--- src/rtl/lgge_pkg.sv ---
`timescale 1ns / 1ps

package lgge_pkg;

	// Field and register widths
	localparam int CFG_W   = 7;
	localparam int COORD_W = 6;
	localparam int REQ_W   = 2;
	localparam int CNT_W   = 4;

	// Default grid bounds
	localparam int DEF_MAX_WIDTH  = 64;
	localparam int DEF_MAX_HEIGHT = 64;

	// Default active area after reset
	localparam int RESET_SIZE = 64;

	// Stream payload widths
	localparam int S_TDATA_W = 16;
	localparam int M_TDATA_W = 8;

	// B3/S23 neighbour counts
	localparam logic [CNT_W-1:0] BORN_COUNT = CNT_W'(3);
	localparam logic [CNT_W-1:0] KEEP_COUNT = CNT_W'(2);

	// Configuration register indexes
	localparam logic CFG_IDX_WIDTH  = 1'b0;
	localparam logic CFG_IDX_HEIGHT = 1'b1;

	typedef enum logic [REQ_W-1:0] {
		REQ_WRITE   = 2'd0,
		REQ_TOGGLE  = 2'd1,
		REQ_ADVANCE = 2'd2,
		REQ_READ    = 2'd3
	} req_t;

	typedef enum logic [1:0] {
		ST_IDLE,
		ST_SWEEP,
		ST_POST
	} state_t;

	// Sweep control broadcast to every row cell
	typedef struct packed {
		logic             advance;
		logic [CFG_W-1:0] height;
	} sweep_ctl_t;

	// Single-cell access broadcast to every row cell
	typedef struct packed {
		logic               en;
		req_t               req;
		logic [COORD_W-1:0] x;
		logic [COORD_W-1:0] y;
		logic               value;
	} access_t;

endpackage

--- src/rtl/lgge_next_row.sv ---
`timescale 1ns / 1ps

module lgge_next_row #(
	parameter int WIDTH = lgge_pkg::DEF_MAX_WIDTH
) (
	input  logic [WIDTH-1:0] prev_row,
	input  logic [WIDTH-1:0] this_row,
	input  logic [WIDTH-1:0] next_row,
	input  logic [WIDTH-1:0] col_mask,
	output logic [WIDTH-1:0] new_row
);

	logic [WIDTH+1:0]           pp;
	logic [WIDTH+1:0]           tt;
	logic [WIDTH+1:0]           nn;
	logic [WIDTH-1:0]           rule_row;
	logic [lgge_pkg::CNT_W-1:0] cnt [WIDTH];

	// Pad the masked rows with a dead column on each side
	assign pp = {1'b0, prev_row & col_mask, 1'b0};
	assign tt = {1'b0, this_row & col_mask, 1'b0};
	assign nn = {1'b0, next_row & col_mask, 1'b0};

	// Count eight neighbours and apply the rule, one lane per column
	always_comb begin
		for (int j = 0; j < WIDTH; j++) begin
			cnt[j] = lgge_pkg::CNT_W'(pp[j]) + lgge_pkg::CNT_W'(pp[j+1])
			       + lgge_pkg::CNT_W'(pp[j+2]) + lgge_pkg::CNT_W'(tt[j])
			       + lgge_pkg::CNT_W'(tt[j+2]) + lgge_pkg::CNT_W'(nn[j])
			       + lgge_pkg::CNT_W'(nn[j+1]) + lgge_pkg::CNT_W'(nn[j+2]);
			rule_row[j] = (cnt[j] == lgge_pkg::BORN_COUNT)
			           || (tt[j+1] && (cnt[j] == lgge_pkg::KEEP_COUNT));
		end
	end

	// Keep columns outside the active area as stored
	assign new_row = (rule_row & col_mask) | (this_row & ~col_mask);

endmodule

--- config.mk ---
export PLATFORM = sky130hd
export DESIGN_NAME = lgge_next_row
export DESIGN_NICKNAME = d
export VERILOG_FILES = /design/src/rtl/lgge_pkg.sv /design/src/rtl/lgge_next_row.sv
export SDC_FILE = /design/constraint.sdc
export NUM_CORES = 1
export LEC_CHECK = 0
export BUFFER_PORTS_ARGS = -buffer_cell sky130_fd_sc_hd__buf_2
export CAP_MARGIN = 20
export CORE_AREA = 2 2 154 126
export DETAILED_ROUTE_END_ITERATION = 16
export DIE_AREA = 0 0 156 128
export PLACE_DENSITY = 0.95
export SLEW_MARGIN = 40
export SYNTH_ARGS = -nofsm -noshare
export SYNTH_HDL_FRONTEND = slang
export SYNTH_SLANG_ARGS = --single-unit
--- constraint.sdc ---
create_clock -name vclk -period 8.73
set_input_delay 1.3095 -clock vclk [all_inputs]
set_output_delay 1.3095 -clock vclk [all_outputs]
set_load 0.01 [all_outputs]
==> impl_metrics.py <==
metrics = {
    "sta": {
        "period_needed_ns": 6.03,
        "setup_viol": 0,
        "rsz0062_at_grt": "no",
        "slew_viol_final": 0,
        "fmax_ghz": 0.166,
        "relSlewSlack_pct": 78.6,
        "worstMarginPinSlew_ns": 0.319,
        "final.period_utilization_pct": 69.1,
        "setup_tns_ns": 0,
        "hold_violations": 0,
    },
    "critical_path": {
        "critPathSlowestCell": "fa_1",
        "path_delay_family": "adder cells",
        "cpMostUsedCell": "fa_1",
        "end_kind": "primary output",
        "crit_chain": "buf_2 > and2_1 > fa_1 > fa_1 > fa_1 > ha_1 > fa_1 > or3b_1 > a31oi_1 > buf_2",
        "cp.depth": 10,
        "startpoint": "prev_row[54]",
        "critPathMaxStageDelay_ns": 0.54,
        "cp-start-kind": "input port",
        "crit_type": "in -> out",
        "critPathBufInv": 2,
        "crit_fanout": 3,
        "critPathArrivalTime_ns": 4.72,
        "endpoint": "new_row[54]",
        "required_ns": 7.42,
    },
    "synthesis": {
        "ys_warn_count": 0,
        "synthSimpleGateAreaFrac_pct": 20.5,
        "ys_top_cells_by_count": "252 x fa_1, 188 x ha_1, 183 x and2_1, 66 x a21oi_1, 62 x a31oi_1",
        "synth-xor-area-share_pct": 0,
        "synth_top_family_by_area": "adder cells",
        "synth_top_area_share_pct": 46.3,
        "synth_nets": 1704,
        "avgSynthCellArea_sq_um": 10.8,
        "synth_compound_area_share_pct": 10.8,
        "synthesis.instances": 1008,
        "synthAdderAreaFrac_pct": 67.8,
        "synth_mux_area_share_pct": 0,
        "seq_area_frac_synth_pct": 0,
        "synth.most_common_cell": "fa_1",
        "synth.distinct_cells": 14,
        "syn_area_sq_um": 10900,
        "yosys-top-cells-area": "fa_1 46%, ha_1 22%, and2_1 10%",
        "synth_top_cell_by_area": "fa_1",
    },
    "drt": {
        "wirelength_mm": 27.3,
        "wl_per_cell_um": 17.5,
        "drc": 0,
        "via_per_inst": 5.99,
        "ant_nets": 0,
        "dr.pass1.iters": 5,
        "drtIter0Drc": 441,
        "vias": 9377,
    },
    "placement": {
        "portBuffers": 320,
        "place_congestion": 1.01,
        "dp_hpwl_mm": 25.5,
        "dpl_cell_area_sq_um": 12800,
    },
    "finish": {
        "seq_cell_count": 0,
        "fin_area_sq_um": 12800,
        "area_delta_synth_final_pct": 17.4,
        "drive_gt1_share_pct": 24.1,
        "final_nets": 2026,
        "regArea_sq_um": 0,
        "clkbuf_count": 0,
        "fillers": 1286,
    },
    "grt": {
        "grt_max_degree": 6,
        "grt_usage_pct": 27.8,
        "grt_pass1_wl_mm": 45.6,
        "grt_pass1_vias": 9914,
        "overflow": 0,
        "grt_antenna_before_repair": 3,
    },
    "flow_run": {
        "cap_viol_max_count": 0,
    },
    "hold_path": {
        "hold_class": "in -> out",
    },
    "floorplan": {
        "pin_count": 320,
        "core-area_sq_um": 18500,
        "die_h_um": 128,
        "dieWidth_um": 156,
        "start_util_pct": 58.9,
        "rows": 45,
        "dieArea_sq_um": 20000,
    },
    "clock_network": {
        "cts_hold_buf": 0,
        "cts_resized": 0,
        "post_cts_buffers": 0,
    },
    "power": {
        "irDropWorstVdd_mv": 0.0530,
        "cellPowerDensity_nw_per_um2": 95.4,
        "leakage_uw": 0.00661,
    },
    "outcome": {
        "status": "complete, no violations",
    },
}
==> logic make-up after synthesis <==
family	after synthesis
fa+ha+maj	440
compound gates	190
simple gates	353
buf+inv	25
==> per-stage QoR <==
| stage | setup WS, ns | hold slack (ns) | std cells | total power [uW] | utilization, % |
|---|---|---|---|---|---|
| finish | 2.70 | 2.93 | 1565 | 1220 | 69.1 |
| global route | 2.49 | 2.95 | 1564 | 1380 | 69.1 |
| CTS | 2.72 | 2.93 | 1563 | 1210 | 69.1 |
| detailed placement | 2.73 | 2.93 | 1563 | 1210 | 69.1 |
| global placement | 2.76 | 2.91 | 1563 | 1110 | 69.1 |
| floorplan | 3.18 | 2.70 | 1008 | 826 | - |
==> final cells by class <==
cell class | count | area, sq um | share of cell area [%]
Tap cell | 235 | 294 | 2.30
Multi-Input combinational cell | 983 | 10800 | 84.4
Inverter | 25 | 93.8 | 0.733
Timing Repair Buffer | 320 | 1600 | 12.5
Antenna cell | 2 | 5.00 | 0.0391
==> cells in the final DEF (no fill, tap or decap) <==
master    Yosys  final
a21o_1       61     61
a21oi_1      66     66
a31oi_1      62     62
and2_1      183    183
buf_2         0    320
diode_2       0      2
fa_1        252    252
ha_1        188    188
inv_1        25     25
nand2_1      44     44
nand2b_1      2      2
nand4b_1     61     61
nor2_1       35     35
nor4b_1       1      1
o21ai_1       1      1
or3b_1       27     27
==> metal layers <==
layer | vias to the layer above | part of all wire [%] | GRT usage (%)
met5 | - | 0.048 | 0
met4 | 2 | 3.7 | 8.90
met3 | 99 | 7.3 | 4.19
met2 | 460 | 49 | 49.0
met1 | 4542 | 40 | 35.6
li1 | 4274 | - | -
==> how the worst min path moves through the flow <==
stage / depth (start not counted) / to / slack (ns) / startpoint
2_1_floorplan: 1 / new_row[0] / 2.70 / col_mask[0]
3_3_place_gp: 3 / new_row[0] / 2.91 / col_mask[0]
3_5_place_dp: 3 / new_row[18] / 2.93 / col_mask[18]
4_1_cts: 3 / new_row[18] / 2.93 / col_mask[18]
5_1_grt: 3 / new_row[6] / 2.95 / col_mask[6]
6_report: 3 / new_row[11] / 2.93 / col_mask[11]
==> where the power goes <==
| part | internal [uW] | switching (uW) |
|---|---|---|
| logic | 564 | 658 |
| registers | 0 | 0 |
| clock network | 0.0000306 | 0 |
| total | 564 | 658 |
==> worst min-delay path: stages <==
cell,delay [ns]
buf_2,0.11
a31oi_1,0.07
buf_2,0.13
No activity file was read; power rests on OpenSTA's default activity.
