--- src/rtl/lgge_pkg.sv ---
`timescale 1ns / 1ps

package lgge_pkg;

	// Field and register widths
	localparam int CFG_W   = 7;
	localparam int COORD_W = 6;
	localparam int REQ_W   = 2;
	localparam int CNT_W   = 4;

	// Default grid bounds
	localparam int DEF_MAX_WIDTH  = 64;
	localparam int DEF_MAX_HEIGHT = 64;

	// Default active area after reset
	localparam int RESET_SIZE = 64;

	// Stream payload widths
	localparam int S_TDATA_W = 16;
	localparam int M_TDATA_W = 8;

	// B3/S23 neighbour counts
	localparam logic [CNT_W-1:0] BORN_COUNT = CNT_W'(3);
	localparam logic [CNT_W-1:0] KEEP_COUNT = CNT_W'(2);

	// Configuration register indexes
	localparam logic CFG_IDX_WIDTH  = 1'b0;
	localparam logic CFG_IDX_HEIGHT = 1'b1;

	typedef enum logic [REQ_W-1:0] {
		REQ_WRITE   = 2'd0,
		REQ_TOGGLE  = 2'd1,
		REQ_ADVANCE = 2'd2,
		REQ_READ    = 2'd3
	} req_t;

	typedef enum logic [1:0] {
		ST_IDLE,
		ST_SWEEP,
		ST_POST
	} state_t;

	// Sweep control broadcast to every row cell
	typedef struct packed {
		logic             advance;
		logic [CFG_W-1:0] height;
	} sweep_ctl_t;

	// Single-cell access broadcast to every row cell
	typedef struct packed {
		logic               en;
		req_t               req;
		logic [COORD_W-1:0] x;
		logic [COORD_W-1:0] y;
		logic               value;
	} access_t;

endpackage

--- src/rtl/lgge_row_cell.sv ---
`timescale 1ns / 1ps

module lgge_row_cell #(
	parameter int WIDTH   = lgge_pkg::DEF_MAX_WIDTH,
	parameter int ROW_IDX = 0
) (
	input  logic                 clk,
	input  logic                 arst_n,
	input  lgge_pkg::sweep_ctl_t sweep,
	input  lgge_pkg::access_t    acc,
	input  logic [WIDTH-1:0]     chain_in,
	input  logic [WIDTH-1:0]     new_row,
	output logic [WIDTH-1:0]     row,
	output logic                 rd_bit
);

	localparam int RIDX_W = $clog2(ROW_IDX + 2);
	localparam int RCMP_W = ((RIDX_W > lgge_pkg::CFG_W) ? RIDX_W : lgge_pkg::CFG_W) + 1;
	localparam int CIDX_W = $clog2(WIDTH + 1);
	localparam int CCMP_W = ((CIDX_W > lgge_pkg::COORD_W) ? CIDX_W : lgge_pkg::COORD_W) + 1;
	localparam logic [RCMP_W-1:0] MY_IDX = RCMP_W'(ROW_IDX);

	logic [WIDTH-1:0]  row_q;
	logic [WIDTH-1:0]  row_acc;
	logic [WIDTH-1:0]  col_sel;
	logic [RCMP_W-1:0] h_c;
	logic              is_last;
	logic              take_chain;
	logic              row_hit;

	// Place of this row within the active area
	assign h_c        = RCMP_W'(sweep.height);
	assign is_last    = (MY_IDX == h_c - RCMP_W'(1));
	assign take_chain = (MY_IDX < h_c - RCMP_W'(1));
	assign row_hit    = acc.en && (RCMP_W'(acc.y) == MY_IDX);

	// Decode the addressed column
	always_comb begin
		for (int j = 0; j < WIDTH; j++) begin
			col_sel[j] = (CCMP_W'(acc.x) == CCMP_W'(j));
		end
	end

	// Apply a single-cell request to the row
	always_comb begin
		row_acc = row_q;
		case (acc.req)
			lgge_pkg::REQ_WRITE:  row_acc = (row_q & ~col_sel) | (col_sel & {WIDTH{acc.value}});
			lgge_pkg::REQ_TOGGLE: row_acc = row_q ^ col_sel;
			default:              row_acc = row_q;
		endcase
	end

	assign rd_bit = row_hit && (|(row_acc & col_sel));
	assign row    = row_q;

	// Hold, shift down the chain, take the new row, or take an access
	always_ff @(posedge clk or negedge arst_n) begin
		if (!arst_n) begin
			row_q <= '0;
		end else if (sweep.advance) begin
			if (take_chain) begin
				row_q <= chain_in;
			end else if (is_last) begin
				row_q <= new_row;
			end
		end else if (row_hit) begin
			row_q <= row_acc;
		end
	end

endmodule

--- config.mk ---
export PLATFORM = sky130hd
export DESIGN_NAME = lgge_row_cell
export DESIGN_NICKNAME = d
export VERILOG_FILES = /design/src/rtl/lgge_pkg.sv /design/src/rtl/lgge_row_cell.sv
export SDC_FILE = /design/constraint.sdc
export NUM_CORES = 1
export LEC_CHECK = 0
export BUFFER_PORTS_ARGS = -buffer_cell sky130_fd_sc_hd__buf_4
export CORE_MARGIN = 2
export CORE_UTILIZATION = 52
export CTS_CLUSTER_DIAMETER = 40
export CTS_CLUSTER_SIZE = 20
export DETAILED_ROUTE_END_ITERATION = 10
export PLACE_DENSITY = 0.79
export SYNTH_ARGS = -nofsm -noshare
export SYNTH_HDL_FRONTEND = slang
export SYNTH_SLANG_ARGS = --single-unit
export TNS_END_PERCENT = 10
--- constraint.sdc ---
create_clock -name clk -period 1.95 [get_ports clk]
set_input_delay 0.195 -clock clk [delete_from_list [all_inputs] [get_ports clk]]
set_output_delay 0.195 -clock clk [all_outputs]
set_load 0.05 [all_outputs]
==> flow_summary.json <==
{
  "vias_per_cell": 6.09,
  "place_hpwl_um": 19200,
  "fin_skew_ns": 0,
  "die_area_um2": 13300,
  "critical-path-top-delay-family": "compound AO/OA/AOI/OAI gates",
  "area_growth_pct": 52.9,
  "drtPass1Iterations": 5,
  "critPathCaptureType": "output pin",
  "synth_cells": 820,
  "drive_gt1_share_pct": 45.2,
  "fin_crit_sh_pct": 123,
  "drv_cap": 0,
  "drtIter0Drc": 777,
  "setup_viol": 1,
  "yosys.area_share.simple_pct": 19.1,
  "clock-sinks": 64,
  "ios": 219,
  "wl_per_cell_um": 19.0,
  "preCtsSetupSlack_ns": -0.458,
  "path_class": "in2out",
  "syn_area_per_cell_um2": 7.89,
  "insertion_delay_ns": 0.34,
  "synth_mux_area_share_pct": 14.6,
  "hold_start": "new_row[61]",
  "synth.yosys.seq_area_share_pct": 24.8,
  "hp-class": "in2reg",
  "antennaDiodeCount": 0,
  "status": "complete, but fails checks",
  "yosys_most_used_dff": "dfrtp_1",
  "tightest_slew_ns": 0.857,
  "dp.cells": 1319,
  "syn-cell-area_um2": 6470,
  "critical_path_required_ns": 1.75,
  "p_leak_uw": 0.00459,
  "vias": 8140,
  "clockBufferDepth": 2,
  "chipHeight_um": 116,
  "slew_violations": 0,
  "grt_overflow_total": 0,
  "ys_warn_count": 0,
  "drcViolationCount": 0,
  "final.setup.worst_slack_ns": -0.453,
  "cts_root_buf": "clkbuf_16",
  "critPathMaxStageDelay_ns": 0.36,
  "post_cts_buffers": 0,
  "arrival_ns": 2.21,
  "fmax_mhz": 416,
  "synth.distinct_cells": 67,
  "synthXorXnorAreaFrac_pct": 0,
  "rsz0062_at_grt": "true",
  "min_period_ns": 2.40,
  "cp_slowest_cell": "a2111oi_4",
  "hold_viol": 0,
  "portBuffers": 218,
  "crit_path_max_fanout": 15,
  "initial_core_util_pct": 53.6,
  "relSlewSlack_pct": 42.9,
  "dieWidth_um": 116,
  "clk_pin_slew_worst_paths_ns": 0.06,
  "cts_inserted_buffers": 9,
  "htree_levels": 3,
  "grt_usage_pct": 38.1,
  "largest_register_ffs": 64,
  "ys_ff_latch": 64,
  "violations": "setup timing",
  "syn_nets": 974,
  "grt_pass1_vias": 7843,
  "layoutNonFillerInstCount": 1336,
  "peakVddDrop_mv": 0.406,
  "synth_edf_count": 0,
  "final_core_util_pct": 82.0,
  "synthArstFlopShare_pct": 100,
  "antenna_found_initial": 0,
  "core_area_um2": 12100,
  "finalSetupTns_ns": -0.453,
  "startpoint": "acc[13]",
  "synth_top_family_by_area": "compound AO/OA/AOI/OAI gates",
  "critical_path_buf_inv_count": 5,
  "gp_congestion": 1.00,
  "synth_compound_area_share_pct": 33.4,
  "powerDensity_nw_per_um2": 598,
  "ant_nets": 0,
  "grt_max_degree": 71,
  "timing.rr.start": "row[43]$_DFFE_PN0P_",
  "rows": 40,
  "nets": 1317,
  "grt_pass1_wl_um": 39700,
  "cp-start-kind": "primary input",
  "cp_common_cell": "buf_4",
  "synthAdderAreaFrac_pct": 0,
  "finalWirelength_um": 25400,
  "critical_path.cell_chain": "buf_4, inv_1, buf_4, buf_12, o21a_1, o21ai_0, a211oi_1, nand4_1, a2111oi_4, a31oi_4, buf_6",
  "cts_tree": "yes"
}
Yosys cell counts (9+ instances only):
library cell / number / share of area [%]
a211oi_1: 9 / 1.0
a21oi_1: 106 / 8.2
a311oi_1: 38 / 5.1
a31oi_1: 11 / 1.1
and2_1: 9 / 0.87
buf_2: 37 / 2.9
buf_4: 13 / 1.5
clkbuf_1: 35 / 2.0
dfrtp_1: 64 / 25
mux2_2: 46 / 8.0
mux2i_1: 37 / 5.7
nand2_1: 91 / 5.3
nand2b_1: 26 / 2.5
nand3_1: 20 / 1.5
nand4_1: 11 / 1.1
nor2_1: 24 / 1.4
o2111ai_1: 18 / 2.4
o211ai_1: 16 / 1.9
o21a_1: 22 / 2.6
o21ai_0: 76 / 5.9
o21ai_1: 10 / 0.77
worst reg2reg max path: cells and delay by family, from the launching register on:
kind	cells	cell delay, ns
buffers and inverters	1	0.18
AO/OA/AOI/OAI	2	0.49
multiplexers	2	0.32
flip-flops	1	0.40
metrics by stage:
step	hold slack, ns	power, µW	area [µm²]
finish	0.143	5920	9890
global route	0.171	6160	9890
CTS	0.145	5880	9850
detailed placement	0.353	4270	9540
global placement	0.333	4210	9540
floorplan	-0.101	3050	6510
placed cells by master (no fill, tap or decap), drive strengths merged, types with 3 or more instances in the layout:
cell type  synthesis  final
nor4b              4      4
nor2              24     24
nand4             11     11
buf               58    424
a21o               4      4
mux2i             37     37
and2               9      9
nor3               6      6
and3               3      3
dfrtp             64     64
o21ai             86     86
o211ai            16     16
o2111ai           18     18
nor4               3      3
nand3             20     20
nor3b              9      9
a21boi             7      7
o21a              22     22
mux2              51     51
a211oi             9      9
a311oi            38     38
and4               3      3
nand2             92     92
inv                7      7
nand2b            26     26
clkbuf            35     16
a31oi             11     11
nor2b              8      8
a21oi            106    106
logic make-up (layout without fill, tap and decap cells):
kind of cell,count (synthesis),in the layout
buffers and inverters,100,448
multiplexers,88,88
AO/OA/AOI/OAI,340,340
AND/OR/NAND/NOR,228,228
flip-flops,64,64
worst paths after layout:
path / to / slack (ns) / cells after the start
max reg2reg: row[43]$_DFFE_PN0P_ / 0.48 / 5
max in group asynchronous: row[45]$_DFFE_PN0P_ / 0.81 / 2
min: row[61]$_DFFE_PN0P_ / 0.14 / 3
max: rd_bit / -0.45 / 11
min reg2reg: row[2]$_DFFE_PN0P_ / 0.57 / 2
min in group asynchronous: row[16]$_DFFE_PN0P_ / 0.48 / 2
power breakdown:
group          total (µW)  leakage, µW  internal (µW)  switching, µW
combinational        2650      0.00369           1150           1490
clock                1610     0.000143           1000            606
sequential           1670     0.000759           1490            171
layer usage:
| layer | up-vias | wire length (µm) | GRT usage, % |
|---|---|---|---|
| met2 | 419 | 12400 | 63.9 |
| met4 | 0 | 956 | 19.2 |
| met3 | 74 | 2150 | 6.43 |
| li1 | 3794 | - | - |
| met1 | 3853 | 9940 | 47.3 |
| met5 | - | 0 | 0 |
what timing repair did:
item,CTS,global route
hold buffers,1,0
endpoints found under the setup margin,1,7
pin swaps,0,5
hold endpoints to repair,15,0
gates cloned,0,0
gates resized for setup,2,8
layout make-up:
| type | count | area (µm²) |
|---|---|---|
| well taps | 168 | 210 |
| flip-flops and latches | 64 | 1620 |
| multi-input cells | 656 | 4440 |
| fillers | 833 | 2170 |
| inverters | 7 | 26.3 |
| repair buffers | 425 | 3300 |
| clock buffers | 16 | 292 |
(Power assumes the default switching activity.)
